[src/rtl/core/window_median_filter_defines.svh]
// assertion macros for the window median filter
`ifndef WINDOW_MEDIAN_FILTER_DEFINES_SVH
`define WINDOW_MEDIAN_FILTER_DEFINES_SVH

// same-cycle implication, disabled while in reset
`define WMF_ASSERT_IMPL(label, ante, cons) \
  label: assert property (@(posedge clk_i) disable iff (!rst_ni) (ante) |-> (cons)) \
    else $error("window_median_filter: same-cycle check failed");

// next-cycle implication, disabled while in reset
`define WMF_ASSERT_NEXT(label, ante, cons) \
  label: assert property (@(posedge clk_i) disable iff (!rst_ni) (ante) |=> (cons)) \
    else $error("window_median_filter: next-cycle check failed");

`endif

[src/rtl/core/wmf_pkg.sv]
package wmf_pkg;

  // per-cell control, driven by the top level each cycle
  typedef struct packed {
    logic load;      // a sample transaction is taken this cycle
    logic occupied;  // cell holds a sample of the current window
    logic at_end;    // cell is the first free slot of the window
  } wmf_cell_ctrl_t;

endpackage

[src/rtl/core/wmf_cell.sv]
module wmf_cell #(
  parameter int unsigned SAMPLE_BITS = 12
) (
  input  logic                       clk_i,
  input  wmf_pkg::wmf_cell_ctrl_t    ctrl_i,
  input  logic [SAMPLE_BITS-1:0]     sample_i,
  input  logic [SAMPLE_BITS-1:0]     prev_value_i,
  input  logic                       prev_gt_i,
  output logic [SAMPLE_BITS-1:0]     value_o,
  output logic                       gt_o,
  output logic [SAMPLE_BITS-1:0]     next_value_o
);

  logic [SAMPLE_BITS-1:0] value_q;
  logic [SAMPLE_BITS-1:0] value_d;
  logic                   write;

  // held entry is larger than the incoming sample
  assign gt_o = ctrl_i.occupied && (value_q > sample_i);

  // shift up from the neighbor, or take the sample in the freed slot
  assign value_d = prev_gt_i ? prev_value_i : sample_i;
  assign write   = ctrl_i.load && (gt_o || ctrl_i.at_end);

  always_ff @(posedge clk_i) begin
    if (write) begin
      value_q <= value_d;
    end
  end

  assign value_o      = value_q;
  assign next_value_o = write ? value_d : value_q;

endmodule

[src/rtl/core/window_median_filter.sv]
// window_median_filter
//
// Collects raw converter samples into non-overlapping windows of WINDOW_COUNT
// samples and returns one median per window: the element at sorted index
// WINDOW_COUNT/2 (the upper median for an even count).
//
// input channel: sample_i with sample_valid_i / sample_stall_o. A transaction
// is taken at a clock edge where valid is high and stall is low.
// output channel: median_o with median_valid_o / median_stall_i.
//
// Throughput: one sample per cycle while sample_stall_o is low. Each sample
// goes into a row of compare-and-shift cells; every cell compares against the
// new sample in parallel and moves one place up. Output: the median shows on
// median_o in the cycle after the transaction that completes the window. The
// median sits in an output register; while it waits under median_stall_i,
// samples keep flowing in, and sample_stall_o rises only if the next sample
// would complete another window.
// Reset: the window count returns to zero, no median pending. The cell
// contents are not cleared; only entries written in the current window are
// ever compared or read.
`include "window_median_filter_defines.svh"

module window_median_filter #(
  parameter int unsigned WINDOW_COUNT = 20,
  parameter int unsigned SAMPLE_BITS  = 12
) (
  input  logic                   clk_i,
  input  logic                   rst_ni,
  input  logic                   sample_valid_i,
  output logic                   sample_stall_o,
  input  logic [SAMPLE_BITS-1:0] sample_i,
  output logic                   median_valid_o,
  input  logic                   median_stall_i,
  output logic [SAMPLE_BITS-1:0] median_o
);

  // fill counter holds 0 .. WINDOW_COUNT-1
  localparam int unsigned CNT_W = $clog2(WINDOW_COUNT + 1);
  localparam int unsigned MID   = WINDOW_COUNT / 2;
  localparam logic [CNT_W-1:0] LAST = CNT_W'(WINDOW_COUNT - 1);

  logic [CNT_W-1:0]       fill_q, fill_d;
  logic                   out_valid_q, out_valid_d;
  logic [SAMPLE_BITS-1:0] median_q;

  logic                   in_acc;
  logic                   out_acc;
  logic                   win_done;

  // chain links between neighbor cells
  logic [SAMPLE_BITS-1:0] cell_value [WINDOW_COUNT];
  logic [SAMPLE_BITS-1:0] cell_next  [WINDOW_COUNT];
  logic                   cell_gt    [WINDOW_COUNT];
  wmf_pkg::wmf_cell_ctrl_t cell_ctrl [WINDOW_COUNT];

  // handshakes: stall only when a waiting median would be overwritten
  assign sample_stall_o = out_valid_q && median_stall_i && (fill_q == LAST);
  assign in_acc         = sample_valid_i && !sample_stall_o;
  assign out_acc        = out_valid_q && !median_stall_i;
  assign win_done       = in_acc && (fill_q == LAST);

  // row of insertion cells, cell 0 holds the smallest value
  for (genvar i = 0; i < WINDOW_COUNT; i++) begin : g_cell
    logic [SAMPLE_BITS-1:0] prev_value;
    logic                   prev_gt;

    if (i == 0) begin : g_head
      assign prev_value = sample_i;
      assign prev_gt    = 1'b0;
    end else begin : g_body
      assign prev_value = cell_value[i-1];
      assign prev_gt    = cell_gt[i-1];
    end

    assign cell_ctrl[i].load     = in_acc;
    assign cell_ctrl[i].occupied = fill_q > CNT_W'(i);
    assign cell_ctrl[i].at_end   = fill_q == CNT_W'(i);

    wmf_cell #(
      .SAMPLE_BITS(SAMPLE_BITS)
    ) u_cell (
      .clk_i       (clk_i),
      .ctrl_i      (cell_ctrl[i]),
      .sample_i    (sample_i),
      .prev_value_i(prev_value),
      .prev_gt_i   (prev_gt),
      .value_o     (cell_value[i]),
      .gt_o        (cell_gt[i]),
      .next_value_o(cell_next[i])
    );
  end

  // window counter and output register control
  always_comb begin
    fill_d      = fill_q;
    out_valid_d = out_valid_q;
    if (out_acc) begin
      out_valid_d = 1'b0;
    end
    if (in_acc) begin
      fill_d = win_done ? '0 : fill_q + CNT_W'(1);
    end
    if (win_done) begin
      out_valid_d = 1'b1;
    end
  end

  always_ff @(posedge clk_i or negedge rst_ni) begin
    if (!rst_ni) begin
      fill_q      <= '0;
      out_valid_q <= 1'b0;
    end else begin
      fill_q      <= fill_d;
      out_valid_q <= out_valid_d;
    end
  end

  // median taken from the middle cell's updated value
  always_ff @(posedge clk_i) begin
    if (win_done) begin
      median_q <= cell_next[MID];
    end
  end

  assign median_valid_o = out_valid_q;
  assign median_o       = median_q;

  // checks
  `WMF_ASSERT_IMPL(a_fill_range, 1'b1, fill_q <= LAST)
  `WMF_ASSERT_NEXT(a_win_restart, win_done, fill_q == '0 && out_valid_q)
  `WMF_ASSERT_NEXT(a_median_cause, !out_valid_q && !win_done, !out_valid_q)

  for (genvar k = 1; k < WINDOW_COUNT; k++) begin : g_chk
    `WMF_ASSERT_IMPL(a_sorted, fill_q > CNT_W'(k), cell_value[k-1] <= cell_value[k])
  end

endmodule
[config.mk]
export PLATFORM = sky130hd
export DESIGN_NAME = window_median_filter
export DESIGN_NICKNAME = d
export VERILOG_FILES = /design/src/rtl/core/wmf_pkg.sv /design/src/rtl/core/wmf_cell.sv /design/src/rtl/core/window_median_filter.sv
export VERILOG_INCLUDE_DIRS = /design/src /design/src/rtl/core
export SDC_FILE = /design/constraint.sdc
export NUM_CORES = 1
export LEC_CHECK = 0
export BUFFER_PORTS_ARGS = -buffer_cell sky130_fd_sc_hd__buf_2
export CORE_AREA = 4 4 185 115
export DETAILED_ROUTE_END_ITERATION = 7
export DIE_AREA = 0 0 189 119
export PLACE_DENSITY = 0.66
export SYNTH_ARGS = -nofsm -noshare
export SYNTH_HDL_FRONTEND = slang
export SYNTH_SLANG_ARGS = --single-unit
[constraint.sdc]
create_clock -name clk_i -period 4.1 [get_ports clk_i]
set_clock_uncertainty 0.2 [all_clocks]
set_input_delay 0.615 -clock clk_i [delete_from_list [all_inputs] [get_ports clk_i]]
set_output_delay 0.615 -clock clk_i [all_outputs]
set_load 0.05 [all_outputs]
==> results.toml <==
[outcome]
status = "completed"

[route]
routed_wire_length_per_instance_um = 22.2
post-route-drc-count = 0
drt_iter0_drc = 823
via_count = 6673
route.antenna.remaining_nets = 0
drt-pass1-iter-count = 5
drt-vias-per-instance = 6.08
totalWireLength_mm = 24.4

[die]
start_util_pct = 49.0
num_rows = 40
chipWidth_um = 189
core_region_area_um2 = 19700
floorplan.io_pins = 30
height_of_the_die_um = 119
fp.dieArea_um2 = 22500

[worst_setup_path]
critPathRequiredTime_ns = 4.02
largest_stage_delay_on_the_critical_path_ns = 0.53
reg2reg_to = "median_o[5]"
worst_path_buffer_plus_inverter_count = 3
timing.critical_path.arrival_ns = 3.29
worstPathMaxFanout = 13
worst_path_dominant_cell_family = "simple AND/OR/NAND/NOR gates"
timing.critical_path.cells = "buf_2 -> inv_1 -> ha_1 -> nand4_1 -> a211oi_2 -> or2_1 -> o21ai_0 -> a21oi_1 -> buf_4"
critPathCaptureType = "flop"
setup.worst_path.start_class = "input pin"
path_class = "input pin to flop"
cell_with_the_largest_stage_delay_on_the_worst_path = "or2_1"
reg_to_reg_start = "fill_q[0]"
reg2reg_depth = 7
ff2ff_setup_slack_ns = 0.94

[cts]
clock_latency_ns = 0.43
ctsResizeCount = 0
clk_pin_slew_ns = 0.06
cts_tree = "built"
clock_tree.htree_level_count = 4
cts_root_buffer = "clkbuf_16"
cts_made_buffers = 17
cts.path.max_buffers = 2
cts_setup_buffers = 0
holdBufCountCts = 1
clock_sink_total = 150

[layout]
design.final.nets = 964
post-route-util_pct = 55.2
num_antenna_cells = 0
area_growth_syn_to_layout_pct = 12.6
layout_cell_share_with_drive_strength_beyond_1_pct = 27.0

[global_routing]
global_route_wire_length_before_repair_mm = 38.3
grt_max_degree = 26
globalRouteOverflowTotal = 0
via_count_of_the_first_global_routing_pass = 6557
grt.total_usage_pct = 22.0
antenna_violations_before_repair = 0

[logic_synthesis]
ys_dominant_reg_cell = "edfxtp_1"
synth_async_sr_flop_share_pct = 4.00
synth-seq-cells = 150
synth.mux.area_fraction_pct = 15.3
synth-compound-area-share_pct = 11.8
synth_enable_flop_cells = 132
yosysTopAreaCell = "edfxtp_1"
synth.cell_area_um2 = 9630
synth_sequential_area_ratio_pct = 45.2
netlist_top_cells_area = "edfxtp_1 41%, ha_1 18%, mux2_2 14%"
synth_xor_area_share_pct = 0.0909
post_synthesis_cell_count = 764
synth_top_family_by_area = "adder cells"
synth_cell_types = 57
yosys.area_share.adder_pct = 17.7
synthDominantCellAreaShare_pct = 41.1
synth_fp_nets = 916
average_footprint_of_a_synthesized_cell_um2 = 12.6
synthSimpleGateAreaFrac_pct = 6.94
yosysWarnings = 0

[place]
gp_routability_congestion = 0.884
pre_cts_ws_ns = 0.379
portBuffers = 29
detailed_place_hpwl_mm = 18.4

[sta]
setup_slack_ns = 0.736
setup_viol = 0
timing.max_slew.rel_slack_pct = 49.0
grt_setup_unrepaired = "false"
totalNegativeSetupSlack_ns = 0
tightestPinTransition_ns = 0.766
total_count_of_max_transition_violations_in_the_final_report = 0
period_needed_ns = 3.36
hold_violation_count_in_the_final_report = 0
fin_crit_sh_pct = 82.0
fmax_mhz = 297

[hold_path]
min_path_type = "flop to flop"
worst_hold_startpoint = "g_cell[10].u_cell.value_o[0]"
min_path_cells = 1
whs_endpoint = "g_cell[10].u_cell.value_o[0]"

[power]
static_leak_uw = 0.00451
ir_worst_vdd_mv = 0.287
power_density_nw_per_um2 = 604

[flow_run]
maxCapViolations = 0
==> cells in the final DEF, fill, tap and decap left out, types with 4 or more instances in the layout <==
cell / Yosys / final
ha_1: 136 / 136
edfxtp_1: 132 / 132
mux2_2: 118 / 118
a21o_1: 36 / 36
buf_4: 6 / 34
a21oi_1: 33 / 33
buf_2: 10 / 29
inv_1: 28 / 28
nand4_1: 25 / 25
nand2_1: 25 / 25
o21a_1: 24 / 24
o21ai_0: 21 / 21
clkbuf_16: 0 / 17
nor2b_1: 14 / 14
nor2_1: 12 / 12
mux2i_1: 12 / 12
dfxtp_1: 12 / 12
nor4_1: 11 / 11
a311o_1: 11 / 11
nand3_1: 8 / 8
o211ai_1: 7 / 7
and3_1: 7 / 7
dfrtp_1: 6 / 6
bufinv_16: 0 / 5
o21bai_1: 4 / 4
and4_1: 4 / 4
clkinv_4: 0 / 4
clkinv_2: 0 / 4
==> state kept, by name, summed over array words and instances, names as in the netlist <==
name	flops
g_cell.u_cell.value_o	132
fill_q	5
median_valid_o	1
median_o	12
==> stage by stage <==
step | instance area (um^2) | power [uW] | std cells | hold WS [ns]
floorplan | 9630 | 4110 | 764 | 0.119
global placement | 10200 | 4650 | 1065 | 0.245
detailed placement | 10200 | 4750 | 1065 | 0.249
CTS | 10800 | 6540 | 1098 | 0.275
global route | 10800 | 6900 | 1098 | 0.291
finish | 10800 | 6560 | 1098 | 0.298
==> where the power goes <==
part,internal [uW],switching [uW]
combinational,1100,1280
sequential,2180,248
clock,1100,649
total,4380,2180
==> logic make-up (layout without fill, tap and decap cells) <==
group | Yosys count | after routing
adder cells (fa/ha/maj) | 136 | 136
buffers and inverters | 63 | 124
multiplexers | 132 | 132
flip-flops | 150 | 150
AND/OR/NAND/NOR | 120 | 120
AO/OA/AOI/OAI | 162 | 162
XOR/XNOR | 1 | 1
==> worst reg2reg max path: cells and delay by family (launching register included) <==
| family | cells | cell delay, ns |
|---|---|---|
| compound gates | 4 | 1.40 |
| flops | 1 | 0.50 |
| mux | 2 | 0.48 |
| fa+ha+maj | 1 | 0.33 |
==> layer usage <==
layer	global-route usage [%]	part of all wire (%)
met2	29.7	39
met5	0	0
met4	5.55	1.3
met3	5.24	8.4
met1	35.0	52
==> Yosys cell counts (all sizes together) (2+ instances only) <==
library cell  instances
o21ai                25
a31oi                 3
nor2b                14
and2                  3
o211ai                7
nor3                  2
nand2                25
edfxtp              132
inv                  28
o31a                  3
mux2i                12
ha                  136
dfxtp                12
o21a                 24
or2                   4
buf                  18
a21o                 36
mux2                120
a21oi                33
and4                  4
dfrtp                 6
o22ai                 3
nor2                 13
a311o                11
nand4                25
nor4                 11
o21bai                4
and3                  7
nand3                 8
clkbuf               17
a211o                 2
a211oi                3
==> layout make-up <==
type / count / area, um^2
multi-input combinational: 551 / 4990
inverter: 28 / 105
timing repair buffer: 64 / 410
clock buffer: 19 / 443
sequential: 150 / 4350
fill: 1602 / 8820
tap: 273 / 342
clock inverter: 13 / 205
==> how the worst max path moves through the flow <==
stage	from	to	slack [ns]	cells after the start
finish	sample_i[10]	g_cell[9].u_cell.value_o[5]	0.74	9
global route	sample_i[10]	g_cell[9].u_cell.value_o[4]	0.60	9
global placement	sample_i[10]	g_cell[9].u_cell.value_o[5]	0.38	9
floorplan	sample_i[1]	g_cell[9].u_cell.value_o[0]	0.57	10
CTS	sample_i[10]	g_cell[9].u_cell.value_o[2]	0.82	9
detailed placement	sample_i[10]	g_cell[9].u_cell.value_o[4]	0.38	9
Note: power is estimated with default switching activity, not from simulation.
